**src/hw/rtl/lpb_pkg.sv**
```systemverilog
// ----------------------------------------------------------------------------
// Layer pixel blender package
// Shared word types, blend mode codes and constants for the layer blender.
// ----------------------------------------------------------------------------
package lpb_pkg;

    localparam int unsigned CHAN_W = 8;
    localparam int unsigned FUNC_W = 3;

    localparam logic [CHAN_W-1:0] FULL_SCALE = 8'hFF;

    localparam logic [FUNC_W-1:0] MODE_ADD        = 3'd0;
    localparam logic [FUNC_W-1:0] MODE_SUB        = 3'd1;
    localparam logic [FUNC_W-1:0] MODE_SRC        = 3'd2;
    localparam logic [FUNC_W-1:0] MODE_ZERO       = 3'd3;
    localparam logic [FUNC_W-1:0] MODE_ALPHA_OVER = 3'd4;

    typedef logic [CHAN_W-1:0] chan_t;

    typedef struct packed {
        chan_t              src_red;
        chan_t              src_green;
        chan_t              src_blue;
        chan_t              src_alpha;
        logic [FUNC_W-1:0]  func;
        logic               last_layer;
    } lpb_in_t;

    typedef struct packed {
        chan_t out_red;
        chan_t out_green;
        chan_t out_blue;
        chan_t out_alpha;
    } lpb_out_t;

    typedef struct packed {
        logic valid;
        logic advance;
    } lpb_stage_ctrl_t;

endpackage

```
**src/hw/rtl/lpb_channel_blend.sv**
```systemverilog
// ----------------------------------------------------------------------------
// Layer pixel blender channel unit
// Blends one source colour channel into one destination channel.
// ----------------------------------------------------------------------------
module lpb_channel_blend
    import lpb_pkg::*;
(
    input  logic [FUNC_W-1:0] func,
    input  chan_t             src,
    input  chan_t             dst,
    input  chan_t             alpha,
    output chan_t             result
);

    logic [CHAN_W:0]     add_sum;
    chan_t               add_res;
    chan_t               sub_res;
    logic [2*CHAN_W-1:0] prod_src;
    logic [2*CHAN_W-1:0] prod_dst;
    logic [2*CHAN_W-1:0] mix_sum;
    logic [2*CHAN_W:0]   div_sum;
    chan_t               over_res;

    assign add_sum = {1'b0, src} + {1'b0, dst};
    assign add_res = add_sum[CHAN_W] ? FULL_SCALE : add_sum[CHAN_W-1:0];
    assign sub_res = (dst > src) ? (dst - src) : '0;

    assign prod_src = src * alpha;
    assign prod_dst = dst * (FULL_SCALE - alpha);
    assign mix_sum  = prod_src + prod_dst;

    // Exact division by 255 for the blend sum, which is at most 255 * 255.
    assign div_sum  = {1'b0, mix_sum} + (2*CHAN_W+1)'(1)
                    + {{(CHAN_W+1){1'b0}}, mix_sum[2*CHAN_W-1:CHAN_W]};
    assign over_res = div_sum[2*CHAN_W-1:CHAN_W];

    always_comb begin
        unique case (func)
            MODE_ADD:        result = add_res;
            MODE_SUB:        result = sub_res;
            MODE_SRC:        result = src;
            MODE_ZERO:       result = '0;
            MODE_ALPHA_OVER: result = over_res;
            default:         result = dst;
        endcase
    end

endmodule

```
**src/hw/rtl/lpb_accum_stage.sv**
```systemverilog
// ----------------------------------------------------------------------------
// Layer pixel blender accumulator stage
// Blends registered layer words into the held pixel; a top layer clears it.
// ----------------------------------------------------------------------------
module lpb_accum_stage
    import lpb_pkg::*;
(
    input  logic            aclk,
    input  logic            aresetn,
    input  lpb_stage_ctrl_t ctrl,
    input  lpb_in_t         layer,
    output lpb_out_t        pixel
);

    chan_t red_reg;
    chan_t green_reg;
    chan_t blue_reg;
    chan_t red_next;
    chan_t green_next;
    chan_t blue_next;
    chan_t red_blend;
    chan_t green_blend;
    chan_t blue_blend;

    lpb_channel_blend u_red (
        .func   (layer.func),
        .src    (layer.src_red),
        .dst    (red_reg),
        .alpha  (layer.src_alpha),
        .result (red_blend)
    );

    lpb_channel_blend u_green (
        .func   (layer.func),
        .src    (layer.src_green),
        .dst    (green_reg),
        .alpha  (layer.src_alpha),
        .result (green_blend)
    );

    lpb_channel_blend u_blue (
        .func   (layer.func),
        .src    (layer.src_blue),
        .dst    (blue_reg),
        .alpha  (layer.src_alpha),
        .result (blue_blend)
    );

    always_comb begin
        red_next   = red_reg;
        green_next = green_reg;
        blue_next  = blue_reg;
        if (ctrl.valid && ctrl.advance) begin
            if (layer.last_layer) begin
                red_next   = '0;
                green_next = '0;
                blue_next  = '0;
            end else begin
                red_next   = red_blend;
                green_next = green_blend;
                blue_next  = blue_blend;
            end
        end
    end

    always_ff @(posedge aclk) begin
        if (!aresetn) begin
            red_reg   <= '0;
            green_reg <= '0;
            blue_reg  <= '0;
        end else begin
            red_reg   <= red_next;
            green_reg <= green_next;
            blue_reg  <= blue_next;
        end
    end

    assign pixel = '{out_red:   red_blend,
                     out_green: green_blend,
                     out_blue:  blue_blend,
                     out_alpha: FULL_SCALE};

endmodule

```
**src/hw/rtl/layer_pixel_blender_top.sv**
```systemverilog
// ----------------------------------------------------------------------------
// Layer pixel blender
// Composites one output pixel from a stack of layer words, bottom layer first.
// ----------------------------------------------------------------------------
// Each word on the s_ channel carries one layer's source pixel, its blend
// mode and a flag marking the top layer. Words enter an input register and
// are blended into an RGB accumulator in the following cycle. A word that is
// not the top layer produces no output; a top-layer word produces one
// composited pixel on the m_ channel, with alpha 255, and clears the
// accumulator for the next pixel.
// A top-layer word reaches m_valid through the input and result registers.
// Throughput is one word per cycle unless a top-layer word waits on m_ready;
// the accumulator loop closes through the blend arithmetic.
// Reset clears the accumulator and both valid flags, so no pixel is pending.
// When the receiver stalls, the result register holds its pixel; words that
// are not top layers still drain into the accumulator, and a top-layer word
// waits in the input register, which then deasserts s_ready.
// ----------------------------------------------------------------------------
module layer_pixel_blender_top
    import lpb_pkg::*;
(
    input  logic     aclk,
    input  logic     aresetn,
    input  logic     s_valid,
    output logic     s_ready,
    input  lpb_in_t  s_data,
    output logic     m_valid,
    input  logic     m_ready,
    output lpb_out_t m_data
);

    logic            in_valid_reg;
    logic            in_valid_next;
    lpb_in_t         in_data_reg;
    logic            out_valid_reg;
    logic            out_valid_next;
    lpb_out_t        out_data_reg;
    lpb_out_t        blended;
    logic            advance;
    lpb_stage_ctrl_t stage_ctrl;

    assign advance = in_valid_reg
                   && (!in_data_reg.last_layer || !out_valid_reg || m_ready);
    assign s_ready = !in_valid_reg || advance;

    assign stage_ctrl = '{valid: in_valid_reg, advance: advance};

    lpb_accum_stage u_accum (
        .aclk    (aclk),
        .aresetn (aresetn),
        .ctrl    (stage_ctrl),
        .layer   (in_data_reg),
        .pixel   (blended)
    );

    always_comb begin
        in_valid_next = in_valid_reg;
        if (s_ready) begin
            in_valid_next = s_valid;
        end
        out_valid_next = out_valid_reg;
        if (m_ready) begin
            out_valid_next = 1'b0;
        end
        if (advance && in_data_reg.last_layer) begin
            out_valid_next = 1'b1;
        end
    end

    always_ff @(posedge aclk) begin
        if (!aresetn) begin
            in_valid_reg  <= 1'b0;
            out_valid_reg <= 1'b0;
        end else begin
            in_valid_reg  <= in_valid_next;
            out_valid_reg <= out_valid_next;
        end
    end

    always_ff @(posedge aclk) begin
        if (s_valid && s_ready) begin
            in_data_reg <= s_data;
        end
        if (advance && in_data_reg.last_layer) begin
            out_data_reg <= blended;
        end
    end

    assign m_valid = out_valid_reg;
    assign m_data  = out_data_reg;

    assert property (@(posedge aclk) disable iff (!aresetn)
        s_valid && s_ready |=> in_valid_reg)
        else $error("Accepted word did not reach the input register.");

    assert property (@(posedge aclk) disable iff (!aresetn)
        advance && in_data_reg.last_layer |=> m_valid)
        else $error("Top-layer word did not produce a result.");

    assert property (@(posedge aclk) disable iff (!aresetn)
        m_valid |-> m_data.out_alpha == FULL_SCALE)
        else $error("Result alpha is not full scale.");

    assert property (@(posedge aclk)
        !aresetn |=> !m_valid && !in_valid_reg)
        else $error("Valid flags not cleared by reset.");

endmodule

```
**config.mk**
```make
export PLATFORM = sky130hd
export DESIGN_NAME = layer_pixel_blender_top
export DESIGN_NICKNAME = d
export VERILOG_FILES = /design/src/hw/rtl/lpb_pkg.sv /design/src/hw/rtl/lpb_channel_blend.sv /design/src/hw/rtl/lpb_accum_stage.sv /design/src/hw/rtl/layer_pixel_blender_top.sv
export SDC_FILE = /design/constraint.sdc
export NUM_CORES = 1
export LEC_CHECK = 0
export BUFFER_PORTS_ARGS = -buffer_cell sky130_fd_sc_hd__buf_4
export CAP_MARGIN = 10
export CORE_UTILIZATION = 55
export DETAILED_ROUTE_END_ITERATION = 10
export GPL_TIMING_DRIVEN = 0
export PLACE_DENSITY = 0.72
export SETUP_SLACK_MARGIN = 0.4
export SLEW_MARGIN = 10
export SYNTH_ARGS = -nofsm -noshare
export SYNTH_HDL_FRONTEND = slang
export SYNTH_HIERARCHICAL = 1
export SYNTH_SLANG_ARGS = --single-unit
```
**constraint.sdc**
```tcl
create_clock -name aclk -period 15.3 [get_ports aclk]
set_input_delay 1.53 -clock aclk [delete_from_list [all_inputs] [get_ports aclk]]
set_output_delay 1.53 -clock aclk [all_outputs]
set_load 0.03 [all_outputs]
```
==> results list <==
- The library cell used most frequently in the layout, excluding fill and tap cells, is sky130_fd_sc_hd__inv_1.
- The initial utilization of the core area, before any placement, comes to 55.8%.
- The setup path with the least slack is of type reg -> reg.
- The clock drives 94 sinks.
- Flip-flop count of the largest register after layout: 36
* Number of antenna violations at the first check in global routing: 0
- Post-CTS Setup Inserts: 0
- Number of antenna-violating nets in the routed design: 0
- For this run, global-route usage on met2 was measured as 48.5%.
* Width of the chip: 200 um
- At the end of routability-driven placement, the weighted congestion stood at 0.900.
* Total chip power: 3.37 mW
- On the worst path, the slowest cell contributes a delay of 1.09 ns.
- Signed area change from the synthesized netlist to the final layout: 7.34%
* Maximum net fanout on the critical path: 21
- First-pass GRT wire length: 90600 um
- Counting flops with an async set or reset pin after synthesis yields a share of 0%.
- Once the clock tree was built, the resizer swapped 0 gates to a different size.
- Die ar.: 0.0400 mm^2
- The pre-antenna-repair detailed-routing pass consisted of 6 iterations.
- Outcome: finished, final reports clean
* Synthesized netlist cell count: 2408
- Busiest layer in global routing: met2
- Clock tree synthesis inserted a total of 9 buffers.
- Clock slew at the register clock pins of the worst setup and hold paths: 0.07 ns
- Placed Cells incl. Taps: 3008
* Combined global-route utilization of all metal layers: 29.3%
- The smallest clock period supported by the final layout is computed as 9.15 ns.
- Number of max-slew violations in the final report: 0
- Critical Path Most Common Cell: sky130_fd_sc_hd__fa_1
* Combined buffer and inverter count along the critical path: 5
- Tightest slew margin relative to the limit: 25.5%
- For this design, the CTS-stage hold fixing added 0 buffers.
- For this run, global-route usage on met3 was measured as 3.41%.
- Final-report hold violation count: 0
- Worst IR drop on VDD: 0.000207 V
- Summed over all failing endpoints, the final setup total negative slack is 0 ns.
* Post-synthesis sequential area ratio: 11.9%
- CTS placed an instance of sky130_fd_sc_hd__clkbuf_16 at the clock tree root.
- For this design the ratio of total power to cell area is 146 mW/mm^2.
- In the synthesized netlist the dominant register cell turns out to be sky130_fd_sc_hd__edfxtp_1.
* Share of post-route cells with drive strength above 1: 7.02%
- Average size of a mapped cell: 8.96 um^2
* Buffer levels on the longest clock path: 2
- The tool flagged a number of max-cap violations equal to 0.
* Met1 usage in global routing: 40.0%
- At the pin with the least slew margin, the transition time is 1.12 ns.
- The count of buffers added on input and output ports is 73.
- After detailed routing, the average wire length per cell comes to 18.7 um.
- Worst clock skew: 0.0138 ns
- Unrepaired setup endpoints after global routing: false
- Total of endpoints with negative setup slack in the final report: 0
- In this run the number of cells on the critical path is 29.
* Required time of the worst setup path: 15.60 ns
- The netlist uses 112 different library cells.
* Leakage power figure: 11.5 nW
- On the critical path, the stage with the largest delay is an instance of sky130_fd_sc_hd__edfxtp_1.
* Rows: 72
- The H-tree was split into 3 levels.
- N_diodes: 0
- HPWL after DPL: 45800 um
- Total vias in the final route: 17000
* Fmax: 109 MHz
* Post-Layout Inst Area: 0.0232 mm^2
- Final nets: 3096
* Cell Area, Placed: 0.0229 mm^2
* CP endpoint kind: flop
- Vertical die dimension: 200 um
* WP data arrival: 9.45 ns
- 74 I/O pins were placed.
* Final cell count without fillers: 3024
- Pin count of the biggest net entering global routing: 22
- Family with the most delay on the worst path: adder cells
- Mapped cell area: 0.0216 mm^2
- Detailed-route vias per instance: 5.63
- Startpoint Class: flop
- The min-delay analysis places its worst path in the category reg -> reg.
- Share of the clock period used by the worst path: 59.8%
* Drt total wl: 56500 um
* Clock latency on the worst-skew pair: 0.36 ns
* Final hold slack: 0.538 ns
- The synthesized design contains 68 enable-type register cells.
* Top library cells by usage in the layout, fill and taps aside: sky130_fd_sc_hd__inv_1 (490), sky130_fd_sc_hd__fa_1 (291), sky130_fd_sc_hd__ha_1 (264)
* Number of remaining DRC errors: 0
- The synthesized design contains 94 register bits.
* Cell depth of the worst min-delay path: 2
* Core area: 0.0386 mm^2
- Measured in cells, the most critical reg-to-reg path has a length of 29.
* Count of yosys warnings during synthesis: 6
- The detailed router finished its first iteration with 1132 violations.
- TritonCTS built the clock tree.
* Number of global-route vias before repair: 17400
* Remaining Overflow, GRT: 0
[worst reg2reg max path, delay by kind of cell (launching register included)]
family | cells | cell delay (ns)
fa+ha+maj | 9 | 4.02
compound gates | 7 | 1.77
simple gates | 7 | 1.21
flops | 1 | 1.09
buf+inv | 5 | 0.82
xor+xnor | 1 | 0.19
[cells in the mapped netlist, types with 9 or more instances]
cell	count	area, um^2
sky130_fd_sc_hd__o21bai_1	14	105
sky130_fd_sc_hd__nand2b_1	95	594
sky130_fd_sc_hd__nand2_1	187	702
sky130_fd_sc_hd__buf_6	12	135
sky130_fd_sc_hd__a21oi_1	71	355
sky130_fd_sc_hd__clkbuf_1	58	218
sky130_fd_sc_hd__xor2_1	22	193
sky130_fd_sc_hd__o21ai_0	42	210
sky130_fd_sc_hd__dfxtp_1	26	521
sky130_fd_sc_hd__buf_2	11	55.1
sky130_fd_sc_hd__inv_1	490	1840
sky130_fd_sc_hd__fa_1	291	5830
sky130_fd_sc_hd__nor2_1	108	405
sky130_fd_sc_hd__nor3_1	22	110
sky130_fd_sc_hd__o21ai_1	12	60.1
sky130_fd_sc_hd__nand4_1	14	87.6
sky130_fd_sc_hd__or3_1	9	56.3
sky130_fd_sc_hd__o21a_1	35	263
sky130_fd_sc_hd__nor2b_1	85	532
sky130_fd_sc_hd__xnor2_1	59	517
sky130_fd_sc_hd__nand3_1	15	75.1
sky130_fd_sc_hd__and4b_1	25	250
sky130_fd_sc_hd__edfxtp_1	68	2040
sky130_fd_sc_hd__a211oi_1	16	120
sky130_fd_sc_hd__and2_1	80	500
sky130_fd_sc_hd__a21boi_1	12	90.1
sky130_fd_sc_hd__o22ai_1	14	87.6
sky130_fd_sc_hd__a21o_1	17	128
sky130_fd_sc_hd__a21boi_0	20	150
sky130_fd_sc_hd__ha_1	264	3300
sky130_fd_sc_hd__a221oi_1	9	78.8
[where the power goes]
part | switching (mW) | internal (mW)
Sequential | 0.0278 | 0.301
Combinational | 1.71 | 1.11
Clock | 0.102 | 0.126
[per-layer routing]
layer  share of wire [%]  vias to the layer above
li1                    -                     7937
met1                  44                     8453
met2                  48                      546
met3                 6.0                       93
met4                 2.6                        0
met5                   0                        -
[worst paths after layout]
kind | from | to | slack, ns
min reg2reg | m_valid$_SDFFE_PN0P_ | m_valid$_SDFFE_PN0P_ | 0.54
max | in_data_reg[10]$_DFFE_PP_ | u_accum/blue_reg[6]$_SDFFE_PN0P_ | 6.15
min | m_valid$_SDFFE_PN0P_ | m_valid$_SDFFE_PN0P_ | 0.54
max reg2reg | in_data_reg[10]$_DFFE_PP_ | u_accum/blue_reg[6]$_SDFFE_PN0P_ | 6.15
[final cells by class]
cell class	count	area, um^2
multi-input cells	1739	16700
fillers	3378	15500
flip-flops and latches	94	2560
inverters	492	1850
well taps	518	648
repair buffers	75	603
plain buffers	90	472
clock buffers	10	229
clock inverters	6	62.6
[cells by family (layout without fill, tap and decap cells)]
group                      count (synthesis)  count (layout)  synth area share (%)
muxes                                      9               9                 0.423
and+or+nand+nor                          701             701                  17.8
adders and majority gates                557             557                  42.4
AOI/OAI and AO/OA                        373             373                  12.8
buffers and inverters                    582             673                  10.7
xor gates and xnor gates                  88              88                  3.93
DFF                                       94              94                  11.9
other                                      4              11                0.0696
[per-stage QoR]
stage | utilization [%] | setup slack, ns
after detailed placement | 59.2 | 6.35
after global routing | 59.9 | 5.78
after global placement | 59.0 | 6.40
final | 59.9 | 6.15
after CTS | 59.9 | 6.30
after floorplan | - | 7.61
Note: power is estimated with default switching activity, not from simulation.
